$ cat config.mk
export PLATFORM = sky130hd
export DESIGN_NAME = ges_ram
export DESIGN_NICKNAME = d
export VERILOG_FILES = /design/src/rtl/core/gauss_elimination_solver_top_macros.svh /design/src/rtl/core/ges_ram.sv
export SDC_FILE = /design/constraint.sdc
export NUM_CORES = 2
export LEC_CHECK = 0
export ABC_AREA = 1
export BUFFER_PORTS_ARGS = -buffer_cell sky130_fd_sc_hd__buf_2
export CORE_MARGIN = 5
export CORE_UTILIZATION = 30
export CTS_BUF_LIST = sky130_fd_sc_hd__clkbuf_16
export CTS_CLUSTER_DIAMETER = 40
export DETAILED_ROUTE_END_ITERATION = 8
export GPL_TIMING_DRIVEN = 1
export HOLD_SLACK_MARGIN = 0.08
export PLACE_DENSITY_LB_ADDON = 0.2
export SLEW_MARGIN = 20
export SYNTH_ARGS = -nofsm -noshare
export SYNTH_HDL_FRONTEND = slang
export SYNTH_SLANG_ARGS = --single-unit
$ cat constraint.sdc
create_clock -name clk -period 10.7 [get_ports clk]
set_input_delay 2.14 -clock clk [delete_from_list [all_inputs] [get_ports clk]]
set_output_delay 2.14 -clock clk [all_outputs]
set_load 0.05 [all_outputs]
$ cat src/rtl/core/gauss_elimination_solver_top_macros.svh
// Assertion macros shared by the solver RTL.
// Included by files that carry concurrent assertions; expects a clk and rst in scope.
`ifndef GAUSS_ELIMINATION_SOLVER_TOP_MACROS_SVH
`define GAUSS_ELIMINATION_SOLVER_TOP_MACROS_SVH

// Checked only while out of reset.
`define GES_ASSERT(label, prop, msg) \
  label: assert property (@(posedge clk) disable iff (rst) prop) else $error(msg);

// Checked on every edge, reset included.
`define GES_ASSERT_ALWAYS(label, prop, msg) \
  label: assert property (@(posedge clk) prop) else $error(msg);

`endif

$ cat src/rtl/core/ges_ram.sv
// Generic single-write, single-read RAM with a registered read port.
// No dependencies.
module ges_ram #(
  parameter int WIDTH = 32,
  parameter int DEPTH = 72
) (
  input  logic                     clk,
  input  logic                     we,
  input  logic [$clog2(DEPTH)-1:0] waddr,
  input  logic [WIDTH-1:0]         wdata,
  input  logic [$clog2(DEPTH)-1:0] raddr,
  output logic [WIDTH-1:0]         rdata
);

  logic [WIDTH-1:0] mem [DEPTH];

  always_ff @(posedge clk) begin
    if (we) begin
      mem[waddr] <= wdata;
    end
    rdata <= mem[raddr];
  end

endmodule

==> qor.txt <==
============================================================================
Transition time at the pin with the least slew margin .........      1.21 ns
HPWL after DPL ................................................    165000 µm
Share of flip-flops with an asynchronous set or reset .........           0%
WL/cell .......................................................      25.8 µm
Post-place setup slack ........................................      4.77 ns
Die Span X ....................................................       569 µm
Clk slew on worst S/H paths ...................................      0.05 ns
Num Clock Sinks ...............................................         2336
Status ........................................................    completed
Number of max-slew violations in the final report .............            0
Area of the mapped netlist ....................................    93800 µm²
Final period util .............................................        48.8%
Die H .........................................................       569 µm
GRT Overall Usage .............................................        19.2%
Maximum resistive drop on vdd .................................     0.143 mV
Count of standard-cell rows ...................................          205
Fraction of the yosys area taken by sequential cells ..........        74.5%
Root buffer selected by CTS ...................................    clkbuf_16
Slack of the critical path ....................................      5.48 ns
Placeable core area ...........................................   312000 µm²
Proportion of power drawn by flip-flops and latches ...........        41.6%
Number of distinct library cells after synthesis ..............           24
Starting density of the core ..................................        30.1%
Post-detailed-route count of antenna-violating nets ...........            0
Antenna violations before repair ..............................           36
Rel. slew slack ...............................................        19.4%
Post-CTS setup buffer count ...................................            0
Smallest hold slack ...........................................     0.677 ns
Number of warnings printed during yosys synthesis .............            0
Data arrival time of the critical path ........................      5.99 ns
Placed Cells ..................................................        11600
Die outline area ..............................................   324000 µm²
Share of total power in the clock network .....................        53.0%
Crit-path max FO ..............................................          125
Number of global-route vias before repair .....................        60000
Most used DFF post-synth ......................................     edfxtp_1
Number of flops mapped to enable cells by yosys ...............         2304
Filler Cells Inserted .........................................        30100
Power density normalized to cell area .........................   217 nW/µm²
Global placement routability congestion .......................        0.802
Post-CTS Resized ..............................................            0
Register bit count reported by yosys ..........................         2336
Start of the worst register-to-register path ..................  mem[25][12]
DRC viols .....................................................            0
Total Negative Setup Slacks ...................................         0 ns
Number of nets in the layout ..................................         7929
Clock network latency to the later pin of the worst-skew pair .      0.94 ns
Worst Skew ....................................................     0.119 ns
TritonCTS clock tree ..........................................         done
Pin count of the biggest net entering global routing ..........          173
Share of layout cells above drive strength 1 ..................        12.1%
Vias per Instance .............................................         5.01
Count of final setup violators ................................            0
Required time at the worst-slack endpoint .....................     11.47 ns
Total number of H-tree levels .................................            5
Worst reg2reg path endpoint ...................................    rdata[12]
Path depth of the worst reg2reg path ..........................           10
Sw frac .......................................................        23.4%
Leak pwr ......................................................      39.8 nW
CP Capture Type ...............................................     register
Mapped Nets ...................................................         7791
Hold path startpoint ..........................................   mem[64][6]
Quantity of hold-fixing buffers added after cts ...............            0
Wire length of the first global-routing pass ..................    453000 µm
Number of maximum-capacitance constraint violations ...........            0
Sum of routed wire length over all layers .....................    319000 µm
Total overflow reported by the global router ..................            0
Internal power ................................................      18.7 mW
Post-Synthesis Cells ..........................................         7743
Fmax ..........................................................      192 MHz
Number of DRC markers in iteration 0 ..........................         6205
Standard cell area after detailed placement ...................    98600 µm²
Critical path class ........................................... primary input to register
Combinational fraction of design power ........................         5.4%
Worst reg2reg setup slack .....................................      8.43 ns
Switching power ...............................................      5.72 mW
Vias after detailed routing ...................................        61900
Non-filler cells in the finished layout .......................        12400
Worst-case clock buffer depth .................................            4
RSZ-0062 raised after global routing ..........................           no
Final critical delay including setup and external delays ......      5.22 ns
Type of element launching the critical path ................... primary input
Iteration count of the initial detailed-routing pass ..........            6
Worst hold-check path type .................................... register to register
# port buffers ................................................           79
Final std cell area, no fill ..................................   112000 µm²
Area overhead of the layout relative to synthesis .............        19.8%
Critical path destination .....................................     rdata[6]
I/O pin count .................................................           80
Final-report hold violation count .............................            0
Critical path origin ..........................................     raddr[1]
Avg Synthesized Cell Area .....................................     12.1 µm²
Number of buffers inserted during clock tree synthesis ........          386
============================================================================
## flip-flops by register name, indices dropped and copies added, names as in the netlist
name   cells
rdata     32
mem     2304
## cell type report
class / instances / area (µm²) / share of cell area, %
antenna: 11 / 27.5 / 0.0245
clock buffer: 388 / 9710 / 8.64
clock inverter: 332 / 4000 / 3.56
inverter: 16 / 105 / 0.0935
multi-input combinational: 4887 / 21500 / 19.2
sequential: 2336 / 69800 / 62.1
tap: 4140 / 5180 / 4.61
timing repair buffer: 254 / 1990 / 1.77
## cells in the mapped netlist (all sizes together), types with 10 or more instances
| cell type | number | area share [%] |
|---|---|---|
| nand2 | 2754 | 11 |
| edfxtp | 2304 | 74 |
| nand3 | 1687 | 9.0 |
| buf | 407 | 2.7 |
| nor2 | 196 | 0.78 |
| o21ai | 138 | 0.74 |
| clkbuf | 97 | 0.39 |
| o22ai | 42 | 0.28 |
| dfxtp | 32 | 0.68 |
| o211ai | 22 | 0.18 |
| o221ai | 22 | 0.21 |
| inv | 15 | 0.065 |
| o21bai | 10 | 0.080 |
## logic make-up after synthesis
| logic type | Yosys count | synth area share (%) |
|---|---|---|
| simple gates | 4653 | 20.9 |
| flops | 2336 | 74.5 |
| buf+inv | 520 | 3.13 |
| compound gates | 234 | 1.48 |
## how the worst min path moves through the flow
stage | endpoint | cells past startpoint
global placement | rdata[6] | 4
CTS | rdata[6] | 4
global route | rdata[6] | 4
detailed placement | rdata[6] | 4
floorplan | rdata[11] | 4
finish | rdata[6] | 4
## power groups by stage
stage / Combinational, mW / Clock (mW) / Sequential, mW
floorplan: 0.643 / 0 / 10.4
global placement: 1.32 / 0 / 10.3
detailed placement: 1.33 / 0 / 10.3
CTS: 1.33 / 13.1 / 10.1
global route: 1.42 / 13.6 / 10.1
finish: 1.32 / 12.9 / 10.1
## layout by cell type, fill, tap and decap left out
cell type   count
buf_12         16
buf_2          57
buf_4         177
buf_6           1
buf_8           3
bufinv_16      67
clkbuf_16     388
clkinv_1       40
clkinv_16      11
clkinv_2       68
clkinv_4       28
clkinv_8        4
clkinvlp_4     61
dfxtp_1        32
diode_2        11
edfxtp_1     2304
inv_1          32
inv_16          6
inv_2           2
inv_6          27
inv_8           2
nand2_1      2754
nand3_1      1686
nand3_2         1
nand4_1         6
nor2_1        132
nor2_4         64
nor3_1          2
nor3_2          2
nor4_2          6
o211ai_1       22
o21ai_0       127
o21ai_1        11
o21bai_1       10
o221ai_1       22
o22ai_1        42
## critical path: stages
cell and delay, ns:
buf_8 0.22, inv_16 0.24, buf_4 0.72, buf_4 0.69, nand3_1 0.15, nand3_1 0.12
nand2_1 0.08, nand2_1 0.08, nand2_1 0.10, nand2_1 0.23, nand3_1 0.17, nand3_1 0.30
nand2_1 0.10
## per-layer routing
layer	vias up	wire length [µm]	track usage [%]	part of all wire, %
met5	-	142	0	0.044
met4	16	9290	5.73	2.9
met3	474	22100	3.28	6.9
met2	2103	147000	30.6	46
met1	31400	141000	26.8	44
li1	27900	-	-	-
## metrics by stage
step,total power [mW],util (%)
5_1_grt,25.1,36.1
3_3_place_gp,11.6,31.6
4_1_cts,24.6,36.0
6_report,24.4,36.1
2_1_floorplan,11.0,-
3_5_place_dp,11.6,31.6
No activity file was read; power rests on OpenSTA's default activity.
